[config.mk]
export PLATFORM = sky130hd
export DESIGN_NAME = mau_ctrl
export DESIGN_NICKNAME = d
export VERILOG_FILES = /design/src/sv/mau_pkg.sv /design/src/sv/mau_ctrl.sv
export SDC_FILE = /design/constraint.sdc
export NUM_CORES = 1
export LEC_CHECK = 0
export ABC_CLOCK_PERIOD_IN_PS = 2100
export CAP_MARGIN = 20
export CORE_MARGIN = 10
export CORE_UTILIZATION = 63
export DETAILED_ROUTE_END_ITERATION = 8
export DONT_BUFFER_PORTS = 1
export PLACE_DENSITY = 0.79
export RECOVER_POWER = 50
export SLEW_MARGIN = 20
export SYNTH_ARGS = -nofsm -noshare
export SYNTH_HDL_FRONTEND = slang
export SYNTH_SLANG_ARGS = --single-unit
[constraint.sdc]
create_clock -name clk -period 2.1 [get_ports clk]
set_clock_uncertainty 0.05 [all_clocks]
set_input_delay 0.21 -clock clk [delete_from_list [all_inputs] [get_ports clk]]
set_output_delay 0.21 -clock clk [all_outputs]
set_load 0.01 [all_outputs]
[src/sv/mau_pkg.sv]
package mau_pkg;

    localparam logic [30:0] MOD_RESET = 31'd998244353;
    localparam int          DIV_STEPS = 64;
    localparam int          CNT_W     = $clog2(DIV_STEPS + 1);

    typedef enum logic [2:0] {
        KIND_ADD = 3'd0,
        KIND_SUB = 3'd1,
        KIND_MUL = 3'd2,
        KIND_DIV = 3'd3,
        KIND_INV = 3'd4,
        KIND_POW = 3'd5,
        KIND_NEG = 3'd6,
        KIND_RED = 3'd7
    } kind_t;

    typedef enum logic [4:0] {
        S_IDLE,
        S_RX,
        S_RXW,
        S_RY,
        S_RYW,
        S_DISP,
        S_MD,
        S_MDW,
        S_SVW,
        S_EUC,
        S_EUCW,
        S_EUW,
        S_DM,
        S_PCHK,
        S_PRD,
        S_PRW,
        S_PSQ,
        S_PBD,
        S_PBW,
        S_OUT
    } state_t;

    typedef enum logic [4:0] {
        CMD_NONE,
        CMD_LOAD,
        CMD_ZERO,
        CMD_DIV_A,
        CMD_DIV_B,
        CMD_DIV_PROD,
        CMD_DIV_SV,
        CMD_DIV_EU,
        CMD_DIV_EUC,
        CMD_SET_X,
        CMD_SET_Y,
        CMD_SET_R,
        CMD_SET_R_SIGNED,
        CMD_SET_BASE,
        CMD_ADD,
        CMD_SUB,
        CMD_NEG,
        CMD_MUL_XY,
        CMD_MUL_XR,
        CMD_MUL_RB,
        CMD_MUL_BB,
        CMD_POW_INIT,
        CMD_EUC_INIT_X,
        CMD_EUC_INIT_Y,
        CMD_EUC_UPD
    } cmd_t;

    typedef struct packed {
        logic  div_done;
        logic  m_small;
        logic  eb_zero;
        logic  e_zero;
        logic  e_lsb;
        kind_t kind;
    } status_t;

endpackage

[src/sv/mau_ctrl.sv]
module mau_ctrl (
    input  logic              clk,
    input  logic              rst_n,
    input  logic              in_valid,
    input  logic              out_stall,
    input  mau_pkg::status_t  status,
    output mau_pkg::cmd_t     cmd,
    output logic              in_stall,
    output logic              out_valid
);

    mau_pkg::state_t state_reg, state_next;

    always_ff @(posedge clk or negedge rst_n)
    begin
        if (!rst_n)
        begin
            state_reg <= mau_pkg::S_IDLE;
        end
        else
        begin
            state_reg <= state_next;
        end
    end

    always_comb
    begin
        state_next = state_reg;
        unique case (state_reg)
            mau_pkg::S_IDLE: if (in_valid) state_next = mau_pkg::S_RX;
            mau_pkg::S_RX:   state_next = status.m_small ? mau_pkg::S_OUT : mau_pkg::S_RXW;
            mau_pkg::S_RXW:  if (status.div_done) state_next = mau_pkg::S_RY;
            mau_pkg::S_RY:   state_next = mau_pkg::S_RYW;
            mau_pkg::S_RYW:  if (status.div_done) state_next = mau_pkg::S_DISP;
            mau_pkg::S_DISP:
            begin
                unique case (status.kind)
                    mau_pkg::KIND_MUL:                   state_next = mau_pkg::S_MD;
                    mau_pkg::KIND_DIV, mau_pkg::KIND_INV: state_next = mau_pkg::S_EUC;
                    mau_pkg::KIND_POW:                   state_next = mau_pkg::S_PCHK;
                    mau_pkg::KIND_RED:                   state_next = mau_pkg::S_SVW;
                    default:                             state_next = mau_pkg::S_OUT;
                endcase
            end
            mau_pkg::S_MD:   state_next = mau_pkg::S_MDW;
            mau_pkg::S_MDW:  if (status.div_done) state_next = mau_pkg::S_OUT;
            mau_pkg::S_SVW:  if (status.div_done) state_next = mau_pkg::S_OUT;
            mau_pkg::S_EUC:  state_next = status.eb_zero ? mau_pkg::S_EUW : mau_pkg::S_EUCW;
            mau_pkg::S_EUCW: if (status.div_done) state_next = mau_pkg::S_EUC;
            mau_pkg::S_EUW:
            begin
                if (status.div_done)
                    state_next = (status.kind == mau_pkg::KIND_DIV) ? mau_pkg::S_DM
                                                                   : mau_pkg::S_OUT;
            end
            mau_pkg::S_DM:   state_next = mau_pkg::S_MD;
            mau_pkg::S_PCHK:
            begin
                if (status.e_zero)
                    state_next = mau_pkg::S_OUT;
                else
                    state_next = status.e_lsb ? mau_pkg::S_PRD : mau_pkg::S_PBD;
            end
            mau_pkg::S_PRD:  state_next = mau_pkg::S_PRW;
            mau_pkg::S_PRW:  if (status.div_done) state_next = mau_pkg::S_PSQ;
            mau_pkg::S_PSQ:  state_next = mau_pkg::S_PBD;
            mau_pkg::S_PBD:  state_next = mau_pkg::S_PBW;
            mau_pkg::S_PBW:  if (status.div_done) state_next = mau_pkg::S_PCHK;
            mau_pkg::S_OUT:  if (!out_stall) state_next = mau_pkg::S_IDLE;
            default:         state_next = mau_pkg::S_IDLE;
        endcase
    end

    always_comb
    begin
        cmd       = mau_pkg::CMD_NONE;
        in_stall  = 1'b1;
        out_valid = 1'b0;
        unique case (state_reg)
            mau_pkg::S_IDLE:
            begin
                in_stall = 1'b0;
                cmd      = mau_pkg::CMD_LOAD;
            end
            mau_pkg::S_RX:   cmd = status.m_small ? mau_pkg::CMD_ZERO : mau_pkg::CMD_DIV_A;
            mau_pkg::S_RXW:  if (status.div_done) cmd = mau_pkg::CMD_SET_X;
            mau_pkg::S_RY:   cmd = mau_pkg::CMD_DIV_B;
            mau_pkg::S_RYW:  if (status.div_done) cmd = mau_pkg::CMD_SET_Y;
            mau_pkg::S_DISP:
            begin
                unique case (status.kind)
                    mau_pkg::KIND_ADD: cmd = mau_pkg::CMD_ADD;
                    mau_pkg::KIND_SUB: cmd = mau_pkg::CMD_SUB;
                    mau_pkg::KIND_NEG: cmd = mau_pkg::CMD_NEG;
                    mau_pkg::KIND_MUL: cmd = mau_pkg::CMD_MUL_XY;
                    mau_pkg::KIND_DIV: cmd = mau_pkg::CMD_EUC_INIT_Y;
                    mau_pkg::KIND_INV: cmd = mau_pkg::CMD_EUC_INIT_X;
                    mau_pkg::KIND_POW: cmd = mau_pkg::CMD_POW_INIT;
                    default:           cmd = mau_pkg::CMD_DIV_SV;
                endcase
            end
            mau_pkg::S_MD:   cmd = mau_pkg::CMD_DIV_PROD;
            mau_pkg::S_MDW:  if (status.div_done) cmd = mau_pkg::CMD_SET_R;
            mau_pkg::S_SVW:  if (status.div_done) cmd = mau_pkg::CMD_SET_R_SIGNED;
            mau_pkg::S_EUC:  cmd = status.eb_zero ? mau_pkg::CMD_DIV_EU : mau_pkg::CMD_DIV_EUC;
            mau_pkg::S_EUCW: if (status.div_done) cmd = mau_pkg::CMD_EUC_UPD;
            mau_pkg::S_EUW:  if (status.div_done) cmd = mau_pkg::CMD_SET_R_SIGNED;
            mau_pkg::S_DM:   cmd = mau_pkg::CMD_MUL_XR;
            mau_pkg::S_PCHK:
            begin
                if (!status.e_zero)
                    cmd = status.e_lsb ? mau_pkg::CMD_MUL_RB : mau_pkg::CMD_MUL_BB;
            end
            mau_pkg::S_PRD:  cmd = mau_pkg::CMD_DIV_PROD;
            mau_pkg::S_PRW:  if (status.div_done) cmd = mau_pkg::CMD_SET_R;
            mau_pkg::S_PSQ:  cmd = mau_pkg::CMD_MUL_BB;
            mau_pkg::S_PBD:  cmd = mau_pkg::CMD_DIV_PROD;
            mau_pkg::S_PBW:  if (status.div_done) cmd = mau_pkg::CMD_SET_BASE;
            mau_pkg::S_OUT:  out_valid = 1'b1;
            default:         cmd = mau_pkg::CMD_NONE;
        endcase
    end

endmodule

==> results by group <==
Detailed routing
  • DRC viols: 0
  • Via count: 1216
  • Drt initial violations: 121
  • ANT nets after route: 0
  • Average wire per standard cell: 20.33 µm
  • First-pass detailed-route iteration total: 6
  • WL final: 3334 µm
  • Vias per inst: 7.415

Timing
  • Fin. max-slew vios: 0
  • Final Hold Fails: 0
  • Hold_ws: 0.1809 ns
  • Final Setup Violations: 0
  • Worst Max-Slew Pin Slew: 0.3942 ns
  • Final min period: 2.085 ns
  • Setup_tns: 0 ns
  • Final Cycle Share: 99.29%
  • Setup slack after layout: 0.01485 ns
  • Max Freq: 479.6 MHz
  • Max_slew headroom: 73.65%

Setup path
  • CP cell instances: buf_4, nor2b_2, nand2_1, o31a_1, o211ai_1
  • Critical Path RT: 1.84 ns
  • R2r setup slk: 0.21 ns
  • Terminus of the critical flop-to-flop path: state_reg[2]$_DFFE_PN0P_
  • Crit path kind: flop to primary output
  • Crit path arrival time: 1.83 ns
  • Worst Setup End Kind: primary output
  • CP startpoint kind: flop
  • R2R depth: 5
  • Worst-path maximum fanout: 13
  • Crit-path slowest cell: dfrtp_2
  • CP max stage delay: 0.45 ns
  • R2r startpoint: state_reg[3]$_DFFE_PN0P_

Logic synthesis
  • Synthesized cell area: 1044 µm²
  • Ys flop type: dfrtp_1
  • Mapped Cells: 146
  • Syn_nets: 158
  • Mean Syn Cell Area: 7.147 µm²
  • Ys async rst share: 100.0%
  • Post-synth EDFFs: 0
  • Seq/Total Area, Yosys: 11.99%
  • Netlist cell types: 52
  • Synthesized flop and latch total: 5
  • Yosys warnings: 0

Floorplanning
  • Area of the core: 1541 µm²
  • I/O pin count: 19
  • Die area: 3684 µm²
  • Row count: 14
  • Die height: 60.70 µm
  • Initial Utilization: 67.69%
  • Die W: 60.70 µm

Pwr
  • Part of the power in registers: 13.7%
  • Sw power: 0.8128 mW
  • Total Power: 1.578 mW
  • Comb pwr share: 78.6%
  • Total leakage power: 0.4404 nW
  • Clock network power share: 7.7%
  • Int Power: 0.7651 mW
  • Sw Ratio: 51.51%
  • Power per Cell Area: 1401 nW/µm²
  • VDD IR max: 1.083 mV

Cells and area
  • Diodes inserted: 0
  • Synth-to-layout area growth: 7.914%
  • Largest register FFs: 5
  • FILL cells: 114
  • Share of cells above drive strength 1: 24.32%
  • Final nets: 161
  • Final Cell Area: 1126 µm²

Global routing
  • GRT Total Usage: 17.03%
  • Initial antenna violation count: 0
  • First-pass GRT wire length: 4864 µm
  • Number of global-route vias before repair: 1023
  • GRT overflow: 0
  • Largest net degree at the start of global routing: 15

Clock network
  • CTS Sinks: 5
  • CTS Buffer Depth: 2
  • H-tree Lvls: 1
  • CTS root buffer: clkbuf_4
  • Worst-path clk slew: 0.05 ns
  • CTS tree: done
  • Num CTS Buffers: 3
  • Worst skew pair latency: 0.26 ns

Placed design
  • Setup WS pre-CTS: 0.2017 ns
  • Placed Area: 1032 µm²
  • Detail Placement HPWL: 2355 µm
  • # port buffers: 0
  • Placer Congestion: 0.9300

Flow run
  • Max-cap violations: 0

Worst hold path
  • Hold/Removal Path Class: input pin to async pin

Status
  • Status: completed
cell families after synthesis:
family,count (synthesis),synth area share [%]
and+or+nand+nor,59,33.34
buffers and inverters,23,12.71
muxes,2,1.919
DFF,5,11.99
AOI/OAI and AO/OA,57,40.05
metal layers:
metal / part of all wire (%) / vias up / global-route usage, %
li1: - / 555 / -
met1: 37 / 547 / 21.51
met2: 45 / 94 / 23.29
met3: 14 / 20 / 5.846
met4: 4.6 / 0 / 12.23
met5: 0 / - / 0
cells in the mapped netlist, drive strengths merged (2+ instances only):
cell	count	share of area, %
nand3	6	4.6
buf	10	7.7
a21oi	5	2.4
o31a	2	1.8
o2bb2ai	5	4.2
dfrtp	5	12
or3	3	2.8
nor3	3	1.4
nand2	9	3.2
a221o	2	2.0
o22a	2	1.7
inv	7	2.5
o22ai	2	1.2
nor2b	8	4.8
o21ai	11	5.3
nor2	13	4.7
a31oi	4	2.4
and3b	4	3.4
a211oi	3	2.2
a22oi	3	2.2
o211ai	4	2.9
nand2b	2	1.2
or2	2	1.4
o21a	3	2.2
o221ai	3	2.5
and2	4	2.4
clkbuf	6	2.5
mux2i	2	1.9
critical path: cells and delay by family, from the launching register on:
kind / cells / cell delay [ns]
buf+inv: 1 / 0.22
simple gates: 2 / 0.42
flops: 1 / 0.45
compound gates: 2 / 0.47
stage by stage:
step                cells  util [%]
global placement      156     66.96
detailed placement    156     66.96
floorplan             146         -
global route          164     73.05
finish                164     73.05
CTS                   161     69.72
cell type report:
class                   count  area, µm²  area share (%)
clock buffers               4      26.28           2.333
multi-input cells         118      812.0           72.11
repair buffers             14      111.4           9.889
inverters                   7      26.28           2.333
well taps                  16      20.02           1.778
flip-flops and latches      5      130.1           11.56
power by group through the flow:
stage	Combinational, mW	Clock [mW]	Sequential [mW]
after global placement	1.08	0	0.214
after detailed placement	1.10	0	0.214
after floorplan	0.982	0	0.164
after global routing	1.34	0.132	0.226
after CTS	1.11	0.124	0.218
final	1.24	0.122	0.216
cell usage in the layout (no fill, tap or decap), types with 4 or more instances in the layout:
cell / instances
a31oi_1: 4
nor2_1: 12
o211ai_1: 4
buf_4: 12
o2bb2ai_1: 5
nand2_1: 9
inv_1: 7
o21ai_0: 8
nor2b_1: 6
a21oi_1: 5
dfrtp_2: 4
nand3_1: 4
how the worst max path moves through the flow:
stage                              from                       end  slack, ns  cells after the start
6_report       state_reg[3]$_DFFE_PN0P_                    cmd[2]       0.01                      5
5_1_grt        state_reg[3]$_DFFE_PN0P_                    cmd[2]      -0.03                      5
4_1_cts        state_reg[0]$_DFFE_PN0P_                    cmd[1]      0.003                      5
3_5_place_dp   state_reg[3]$_DFFE_PN0P_  state_reg[1]$_DFFE_PN0P_       0.20                      5
3_3_place_gp   state_reg[3]$_DFFE_PN0P_  state_reg[0]$_DFFE_PN0P_       0.21                      5
2_1_floorplan  state_reg[3]$_DFFE_PN0P_  state_reg[0]$_DFFE_PN0P_       0.40                      5
timing repair:
| action | 4_1_cts | 5_1_grt |
|---|---|---|
| hold endpoints to repair | 5 | 0 |
| setup endpoints to repair | 2 | 3 |
| cloned | 0 | 0 |
| buffers inserted | 0 | 3 |
| pin swaps | 1 | 2 |
| gates resized for setup | 4 | 12 |
| hold buffers | 1 | 0 |
Note: power is estimated with default switching activity, not from simulation.
